$ cat src/sv/lav_pkg.sv
// Shared constants and types of the look-at view matrix pipeline.
`default_nettype none
package lav_pkg;
	localparam int COORD_WIDTH_DEF = 32;
	localparam int UNIT_W = 32;     // Q2.30 unit component
	localparam int MAG_W = 30;      // normalised magnitude
	localparam int SQ_W = 62;       // sum of three squares
	localparam int ROOT_W = 31;     // integer square root bits
	localparam int QUO_W = 31;      // quotient bits, up to 2^30
	localparam int PROD_W = 64;     // cross product term
	localparam int CX_W = 65;       // cross product component
	localparam int CFG_IDX_W = 2;

	localparam logic [CFG_IDX_W-1:0] REG_UP_X = 2'd0;
	localparam logic [CFG_IDX_W-1:0] REG_UP_Y = 2'd1;
	localparam logic [CFG_IDX_W-1:0] REG_UP_Z = 2'd2;

	localparam logic [47:0] UP_Y_RESET = 48'd65536;

	typedef logic [2:0][UNIT_W-1:0] unit_vec_t;
endpackage
`default_nettype wire

$ cat src/sv/lav_norm.sv
// Scales a signed 3-vector so its largest magnitude has exactly 30 bits.
`default_nettype none
module lav_norm import lav_pkg::*; #(
	parameter int W = 32
) (
	input  logic                  clk,
	input  logic                  en,
	input  logic [2:0][W-1:0]     v,
	output logic [2:0][MAG_W-1:0] mag,
	output logic [2:0]            neg,
	output logic                  zero
);
	localparam int BL_W = $clog2(W + 1);

	logic [2:0][W-1:0] abs_c;
	logic [W-1:0]      max_c;
	logic [2:0][W-1:0] mag_s1, mag_s2;
	logic [W-1:0]      max_s1;
	logic [2:0]        neg_s1, neg_s2;
	logic [BL_W-1:0]   bl_c, bl_s2;
	logic              zero_s2;

	always_comb begin
		for (int i = 0; i < 3; i++)
			abs_c[i] = v[i][W-1] ? -v[i] : v[i];
		max_c = abs_c[0];
		if (abs_c[1] > max_c)
			max_c = abs_c[1];
		if (abs_c[2] > max_c)
			max_c = abs_c[2];
	end

	// bit length of the largest magnitude
	always_comb begin
		bl_c = '0;
		for (int i = 0; i < W; i++)
			if (max_s1[i])
				bl_c = BL_W'(i + 1);
	end

	always_ff @(posedge clk) begin
		if (en) begin
			mag_s1  <= abs_c;
			max_s1  <= max_c;
			for (int i = 0; i < 3; i++)
				neg_s1[i] <= v[i][W-1];
			mag_s2  <= mag_s1;
			neg_s2  <= neg_s1;
			bl_s2   <= bl_c;
			zero_s2 <= (max_s1 == '0);
			// mag * 2^30 / 2^bl: left or right shift in one step
			for (int i = 0; i < 3; i++)
				mag[i] <= MAG_W'({mag_s2[i], {MAG_W{1'b0}}} >> bl_s2);
			neg  <= neg_s2;
			zero <= zero_s2;
		end
	end
endmodule
`default_nettype wire

$ cat config.mk
export PLATFORM = sky130hd
export DESIGN_NAME = lav_norm
export DESIGN_NICKNAME = d
export VERILOG_FILES = /design/src/sv/lav_pkg.sv /design/src/sv/lav_norm.sv
export SDC_FILE = /design/constraint.sdc
export NUM_CORES = 1
export LEC_CHECK = 0
export BUFFER_PORTS_ARGS = -buffer_cell sky130_fd_sc_hd__buf_2
export CAP_MARGIN = 10
export CORE_MARGIN = 2
export CORE_UTILIZATION = 29
export CTS_CLUSTER_DIAMETER = 50
export DETAILED_ROUTE_END_ITERATION = 12
export PLACE_DENSITY = 0.44
export REMOVE_ABC_BUFFERS = 1
export SKIP_CTS_REPAIR_TIMING = 1
export SLEW_MARGIN = 0
export SYNTH_ARGS = -nofsm -noshare
export SYNTH_HDL_FRONTEND = slang
export SYNTH_SLANG_ARGS = --single-unit
$ cat constraint.sdc
create_clock -name clk -period 8.6 [get_ports clk]
set_input_delay 1.29 -clock clk [delete_from_list [all_inputs] [get_ports clk]]
set_output_delay 1.29 -clock clk [all_outputs]
set_load 0.02 [all_outputs]
# Word level (Yosys, flattened, before mapping)
# Index checks and enable logic that the tools add are counted.
dict set report word_totals {
  regBits 331
  in_bits 98
  out_inout_bits 94
  word_cells 61
}
dict set report classes {
  add_sub_neg 3
  magnitude_cmp 2
  n_shift 3
  mux 36
  reduce_logical 1
}
# cell n
set ops {}
lappend ops {{$shr A62 B6 Y30} 3}
lappend ops {{$mux W6} 30}
lappend ops {{$mux W32} 5}
lappend ops {{$neg A32 Y32} 3}
lappend ops {{$gt A32 B32 Y1} 2}
lappend ops {{$logic_not A32 Y1} 1}
lappend ops {{$mux W1} 1}

# Depth between registers and ports, before layout
# Gate-level depths: netlist of the first run.
dict set report depth {
  word_depth 31
  ltp_mapped 30
}

# Worst setup path after synthesis of the first run
# OpenSTA, ideal clock, no wires.
dict set report synth_path {
  path_type {input port to flip-flop}
  start {input v[48] (netlist bit)}
  end {register max_s1[13], data pin}
  setup_time_ns 0.174
  arrival_ns 7.284
  slack_ns 1.142
  cell_stages 26
  path_buffers 4
  cell_sequence {or4_1 > or4_1 > or4_1 > o41ai_1 > xor2_1 > inv_1 > ha_1 > nand4_1 > or3_1 > a311o_1 > and4b_1 > buf_6 > buf_6 > nor2_8 > mux2i_1 > ha_1 > nor2b_1 > o211ai_1 > a21oi_1 > o31a_1 > nor4_1 > or2_2 > clkbuf_1 > clkbuf_1 > o22ai_1 > a311oi_1}
}
# item line
set synth_lines {}
lappend synth_lines {{from (decl)} lav_norm.sv:8} ;# input logic [2:0][W-1:0] v,
lappend synth_lines {{to (signal assigned)} lav_norm.sv:44} ;# max_s1 <= max_c;
lappend synth_lines {{to (decl)} lav_norm.sv:18} ;# logic [W-1:0] max_s1;

==> results of run 1 <==
[cells by family (layout without fill, tap and decap cells)]
| group | Yosys count | count (layout) | share of synthesized area |
|---|---|---|---|
| DFF | 331 | 331 | 0.4835 |
| muxes | 206 | 206 | 0.1380 |
| AOI/OAI and AO/OA | 460 | 460 | 0.1444 |
| and+or+nand+nor | 505 | 505 | 0.1195 |
| adders and majority gates | 66 | 66 | 0.04017 |
| buffers and inverters | 197 | 442 | 0.03822 |
| xor gates and xnor gates | 85 | 85 | 0.03621 |
[layer usage]
| metal | vias to the layer above | routed length, um |
|---|---|---|
| met3 | 100 | 3290 |
| met4 | 0 | 2088 |
| met5 | - | 0 |
| met2 | 511 | 32850 |
| li1 | 7557 | - |
| met1 | 7823 | 32420 |
[stage by stage]
stage,power (mW),util
floorplan,3.861,-
global placement,4.704,0.3275
detailed placement,4.723,0.3275
CTS,6.531,0.3478
global route,6.848,0.3478
finish,6.485,0.3478
[worst max-delay path: cells and delay by family]
kind	cells	cell delay, ns
AND/OR/NAND/NOR	12	2.91
XOR/XNOR	1	0.29
adder cells (fa/ha/maj)	3	0.69
AO/OA/AOI/OAI	7	1.63
buffers and inverters	7	1.29
[registers in the layout (all words and copies together), names as in the netlist]
name     count
mag_s2      96
neg_s1       3
neg_s2       3
mag         90
neg          3
mag_s1      96
zero         1
max_s1      32
bl_s2        6
zero_s2      1
[synth_stat cells (28+ instances only)]
| cell type | number | area [um^2] |
|---|---|---|
| nor2_1 | 86 | 322.8 |
| clkbuf_1 | 75 | 281.5 |
| nor4_1 | 28 | 175.2 |
| mux2i_1 | 109 | 1091 |
| edfxtp_1 | 331 | 9940 |
| o31ai_1 | 50 | 375.4 |
| xor2_1 | 36 | 315.3 |
| o22ai_1 | 64 | 400.4 |
| nand2_1 | 214 | 803.3 |
| a21oi_1 | 73 | 365.4 |
| mux4_2 | 58 | 1306 |
| buf_1 | 28 | 105.1 |
| xnor2_1 | 49 | 429.2 |
| inv_1 | 80 | 300.3 |
| mux2_2 | 39 | 439.2 |
| o21ai_0 | 129 | 645.6 |
| ha_1 | 66 | 825.8 |
[path summary, 6_finish.rpt]
kind / cells after the start / endpoint / start / slack [ns]
worst max-delay path: 30 / max_s1[22] / v[32] / 0.84
worst min-delay path: 0 / mag_s2[86] / mag_s1[86] / 0.42
worst max register to register: 8 / mag[66] / bl_s2[0] / 4.82
worst min register to register: 0 / mag_s2[86] / mag_s1[86] / 0.42
[layout make-up]
| class | count | share of cell area |
|---|---|---|
| inverter | 82 | 0.01261 |
| clock inverter | 31 | 0.01267 |
| timing repair buffer | 281 | 0.06984 |
| multi-input combinational | 1322 | 0.4036 |
| clock buffer | 48 | 0.04574 |
| tap | 940 | 0.04820 |
| sequential | 331 | 0.4074 |
[power breakdown]
part,internal [mW],switching [mW]
clock network,1.03,0.756
logic,0.924,1.51
registers,2.13,0.141
==> results.json, run 1 <==
{
  "met3_usage": 0.02365,
  "synth_seq_cells": 331,
  "synth.distinct_cells": 66,
  "cts_sinks": 331,
  "relSlewSlack": 0.1263,
  "grt.busiest_layer": "met2",
  "finalCritPeriodShare": 0.9026,
  "cts_buffers": 44,
  "grt_setup_unrepaired": "false",
  "timing.hold.ws_ns": 0.4167,
  "worstPathArrival_ns": 8.16,
  "final_common_cell": "edfxtp_1",
  "grtUsageTotal": 0.1896,
  "avgViaCountPerCell": 5.269,
  "antenna_cells": 0,
  "first_pass_iters": 5,
  "remaining_drc_errors": 0,
  "grt_pass1_vias": 15700,
  "die_x_um": 270.2,
  "die_h_um": 270.2,
  "tightestPinTransition_ns": 1.297,
  "initial_core_util": 0.2930,
  "drt_wl_total_um": 70650,
  "drv_slew": 0,
  "drive_gt1_frac": 0.2286,
  "grt_pass1_wl_um": 103700,
  "max-vdd-ir-drop_mv": 0.1473,
  "numPortBuffers": 191,
  "antenna_left": 0,
  "fillers": 7187,
  "outcome": "completed",
  "synth_async_sr_flop_share": 0,
  "cts_tree": "built",
  "synth_area_mm2": 0.02056,
  "clock_skew_ns": 0.01867,
  "syn_inst": 1850,
  "synth_edf_count": 331,
  "final_cells": 3035,
  "ys_warn_count": 0,
  "setup-tns-final_ns": 0,
  "final_cell_mix": "edfxtp_1 (331), nand2_1 (214), buf_2 (190)",
  "endpoint_kind": "register",
  "gp_congestion": 0.8811,
  "place_inst": 2956,
  "max_stage_delay_ns": 0.89,
  "dp_hpwl_um": 54950,
  "critical_path_class": "in2reg",
  "grt-ovfl-total": 0,
  "p_per_area_mw_per_mm2": 265.8,
  "power_leakage_nw": 9.220,
  "row_count": 97,
  "crit_path_top_delay_cell": "nor2_4",
  "cts.path.max_buffers": 3,
  "maxCapViolCount": 0,
  "area_growth_pct": 18.69,
  "antenna_found_initial": 1,
  "htreeDepth": 2,
  "clk_latency_ns": 0.59,
  "use_met1": 0.2601,
  "wl_per_cell_um": 23.28,
  "hold_viol_final": 0,
  "multi_input_comb_area_mm2": 0.009847,
  "cts_root_buffer": "clkbuf_16",
  "clkTransAtPathRegs_ns": 0.06,
  "critPathMaxFanout": 51,
  "period_minus_slack_ns": 7.762,
  "place_area_mm2": 0.02297,
  "fin_ws_ns": 0.8375,
  "final_net_count": 2226,
  "fmax_mhz": 128.8,
  "avgSynthCellArea_um2": 11.11,
  "grt_max_degree": 175,
  "pin_count": 192,
  "seq_area_mm2": 0.009940,
  "startpoint_type": "input pin",
  "coreArea_mm2": 0.07015,
  "setup_viol_count_final": 0,
  "vias": 15990,
  "grt_util_met2": 0.3103,
  "drtIter0Drc": 1129,
  "required_ns": 9.00,
  "post-place-ws_ns": 0.2252,
  "ys_seq_area_frac": 0.4835,
  "hp-class": "reg2reg",
  "fin_area_mm2": 0.02440,
  "dieArea_mm2": 0.07303,
  "ys.flop_type": "edfxtp_1"
}
(Power assumes the default switching activity.)
==> inputs of run 2 (changes only) <==
Settings changed: ABC_AREA set to 1, CORE_UTILIZATION 29 to 61, PLACE_DENSITY 0.44 to 0.81.
==> run 2 against run 1 <==
Net effect:
- critical path depth rose by 3
- highest routed layer unchanged
- global-route usage grew 13 points
- core utilization is 35 points higher
- sequential share of layout area increased by 1.5 points
- flip-flop and latch count did not move
- cell count is 5.5% higher
- largest cell class unchanged
- non-clock buffer count down 63
==> results.json, run 2 <==
{
  "outcome": "completed",
  "die_h_um": 189.6,
  "r2r-end": "mag[22]",
  "drv_slew": 0,
  "initial_core_util": 0.6235,
  "cts_root_buffer": "clkbuf_16",
  "area_growth_pct": 11.89,
  "final_common_cell": "nand2_1",
  "clock_skew_ns": 0.03172,
  "avgViaCountPerCell": 5.769,
  "power_leakage_nw": 10.41,
  "r2r_slack_ns": 5.06,
  "hold_path.startpoint": "mag_s1[47]",
  "final_net_count": 2889,
  "coreArea_mm2": 0.03370,
  "synth_seq_cells": 331,
  "drt_wl_total_um": 56950,
  "fmax_mhz": 127.8,
  "remaining_drc_errors": 0,
  "dieArea_mm2": 0.03595,
  "crit_path_top_delay_cell": "nor4_1",
  "whs_path_depth": 0,
  "antenna_found_initial": 0,
  "wl_per_cell_um": 17.78,
  "cts_buffers": 39,
  "grt_pass1_vias": 16860,
  "drtIter0Drc": 1989,
  "grt_setup_unrepaired": "false",
  "total_power_mw": 5.940,
  "grt_pass1_wl_um": 89390,
  "yosys.area.top_type_share": 0.4731,
  "htreeDepth": 2,
  "numPortBuffers": 191,
  "die_x_um": 189.6,
  "pin_count": 192,
  "post-place-ws_ns": 0.3876,
  "top_regs": "mag_s1 x96, mag_s2 x96, mag x90",
  "drive_gt1_frac": 0.1285,
  "ys_warn_count": 0,
  "hold_viol_final": 0,
  "synth_most_common_cell": "nand2_1",
  "worstPathArrival_ns": 8.10,
  "period_minus_slack_ns": 7.825,
  "crit_start": "v[32]",
  "syn_inst": 2601,
  "gp_congestion": 0.9954,
  "setup_viol_count_final": 0,
  "fin_ws_ns": 0.7751,
  "yosys.area.top_type": "edfxtp_1",
  "synth_area_mm2": 0.02101,
  "synth_edf_count": 331,
  "dp_hpwl_um": 43100,
  "synthTopCellsByCount": "nand2_1 (919), edfxtp_1 (331), o21ai_0 (243)",
  "timing.rr.start": "bl_s2[1]",
  "setup-tns-final_ns": 0,
  "hp-class": "reg2reg",
  "clk_latency_ns": 0.54,
  "tightestPinTransition_ns": 1.061,
  "cts.path.max_buffers": 3,
  "p_per_area_mw_per_mm2": 252.7,
  "ys_seq_area_frac": 0.4731,
  "clkTransAtPathRegs_ns": 0.06,
  "cts_sinks": 331,
  "grtUsageTotal": 0.3178,
  "ys.flop_type": "edfxtp_1",
  "max-vdd-ir-drop_mv": 0.1536,
  "final_cell_mix": "nand2_1 (919), edfxtp_1 (331), o21ai_0 (243)",
  "worst_path_most_repeated_cell": "inv_1",
  "critPathMaxFanout": 25,
  "startpoint_type": "input pin",
  "required_ns": 8.87,
  "finalCritPeriodShare": 0.9099,
  "antenna_cells": 0,
  "maxCapViolCount": 0,
  "first_pass_iters": 6,
  "grt_max_degree": 144,
  "cts_tree": "built",
  "synth_async_sr_flop_share": 0,
  "avgSynthCellArea_um2": 8.078,
  "max_stage_delay_ns": 0.54,
  "worst-path-buf-inv": 8,
  "endpoint_kind": "register",
  "antenna_left": 0,
  "grt-ovfl-total": 0,
  "synth.distinct_cells": 44,
  "cp_top_family": "simple AND/OR/NAND/NOR gates",
  "yosys-top-cells-area": "edfxtp_1 (47%), nand2_1 (16%), o21ai_0 (5.8%)",
  "relSlewSlack": 0.2925,
  "worstHoldEndpoint": "mag_s2[47]",
  "vias": 18470,
  "row_count": 67,
  "ff2ff_path_depth": 8,
  "critical_path_class": "in2reg"
}
-- run 2: worst max-delay path by stage --
stage                             to  slack (ns)  depth (start not counted)
after global placement    max_s1[30]        0.71                         33
after CTS                 max_s1[28]        0.95                         33
after floorplan           max_s1[17]        0.85                         31
after detailed placement  max_s1[30]        0.39                         33
after global routing      max_s1[29]        0.06                         36
final                     max_s1[29]        0.78                         33
-- run 2: cells by family (layout without fill, tap and decap cells) --
logic type | Yosys count | after routing | synth area share
simple gates | 1378 | 1378 | 0.2752
compound gates | 356 | 356 | 0.09397
fa+ha+maj | 66 | 66 | 0.03930
xor+xnor | 85 | 85 | 0.03543
mux | 43 | 43 | 0.02048
buf+inv | 342 | 495 | 0.06253
flops | 331 | 331 | 0.4731
-- run 2: layer usage --
layer	wire length, um	track usage
met1	24310	0.4475
met2	25340	0.4959
met3	4989	0.05110
met4	2308	0.1276
met5	0	0
-- run 2: through the flow --
| step | instance area, um^2 | util | instances | hold WS (ns) |
|---|---|---|---|---|
| after detailed placement | 22230 | 0.6598 | 3132 | 0.4045 |
| after global routing | 23510 | 0.6976 | 3202 | 0.4056 |
| after global placement | 22230 | 0.6598 | 3132 | 0.4007 |
| after floorplan | 20470 | - | 2466 | 0.4003 |
| final | 23510 | 0.6976 | 3202 | 0.3880 |
| after CTS | 23510 | 0.6976 | 3202 | 0.3916 |
-- run 2: where the power goes --
group	total (mW)	switching (mW)	internal, mW	leakage, nW
clock network	1.62	0.678	0.946	0.614
logic	2.10	1.47	0.632	6.52
registers	2.21	0.109	2.11	3.27
-- run 2: final cells by class --
class                   instances  area (um^2)
well taps                     448        560.5
multi-input cells            1928         9776
repair buffers                218         1181
flip-flops and latches        331         9940
inverters                     207        778.2
fillers                      2690        10190
clock inverters                25        234.0
clock buffers                  45         1041
-- run 2: worst register-to-register path, stage by stage (launching register included) --
cell      delay, ns
edfxtp_1       0.35
buf_4          0.36
inv_2          0.55
buf_4          0.63
nand3_1        0.21
o21ai_0        0.19
o21ai_0        0.20
mux2i_1        0.46
o221ai_1       0.29
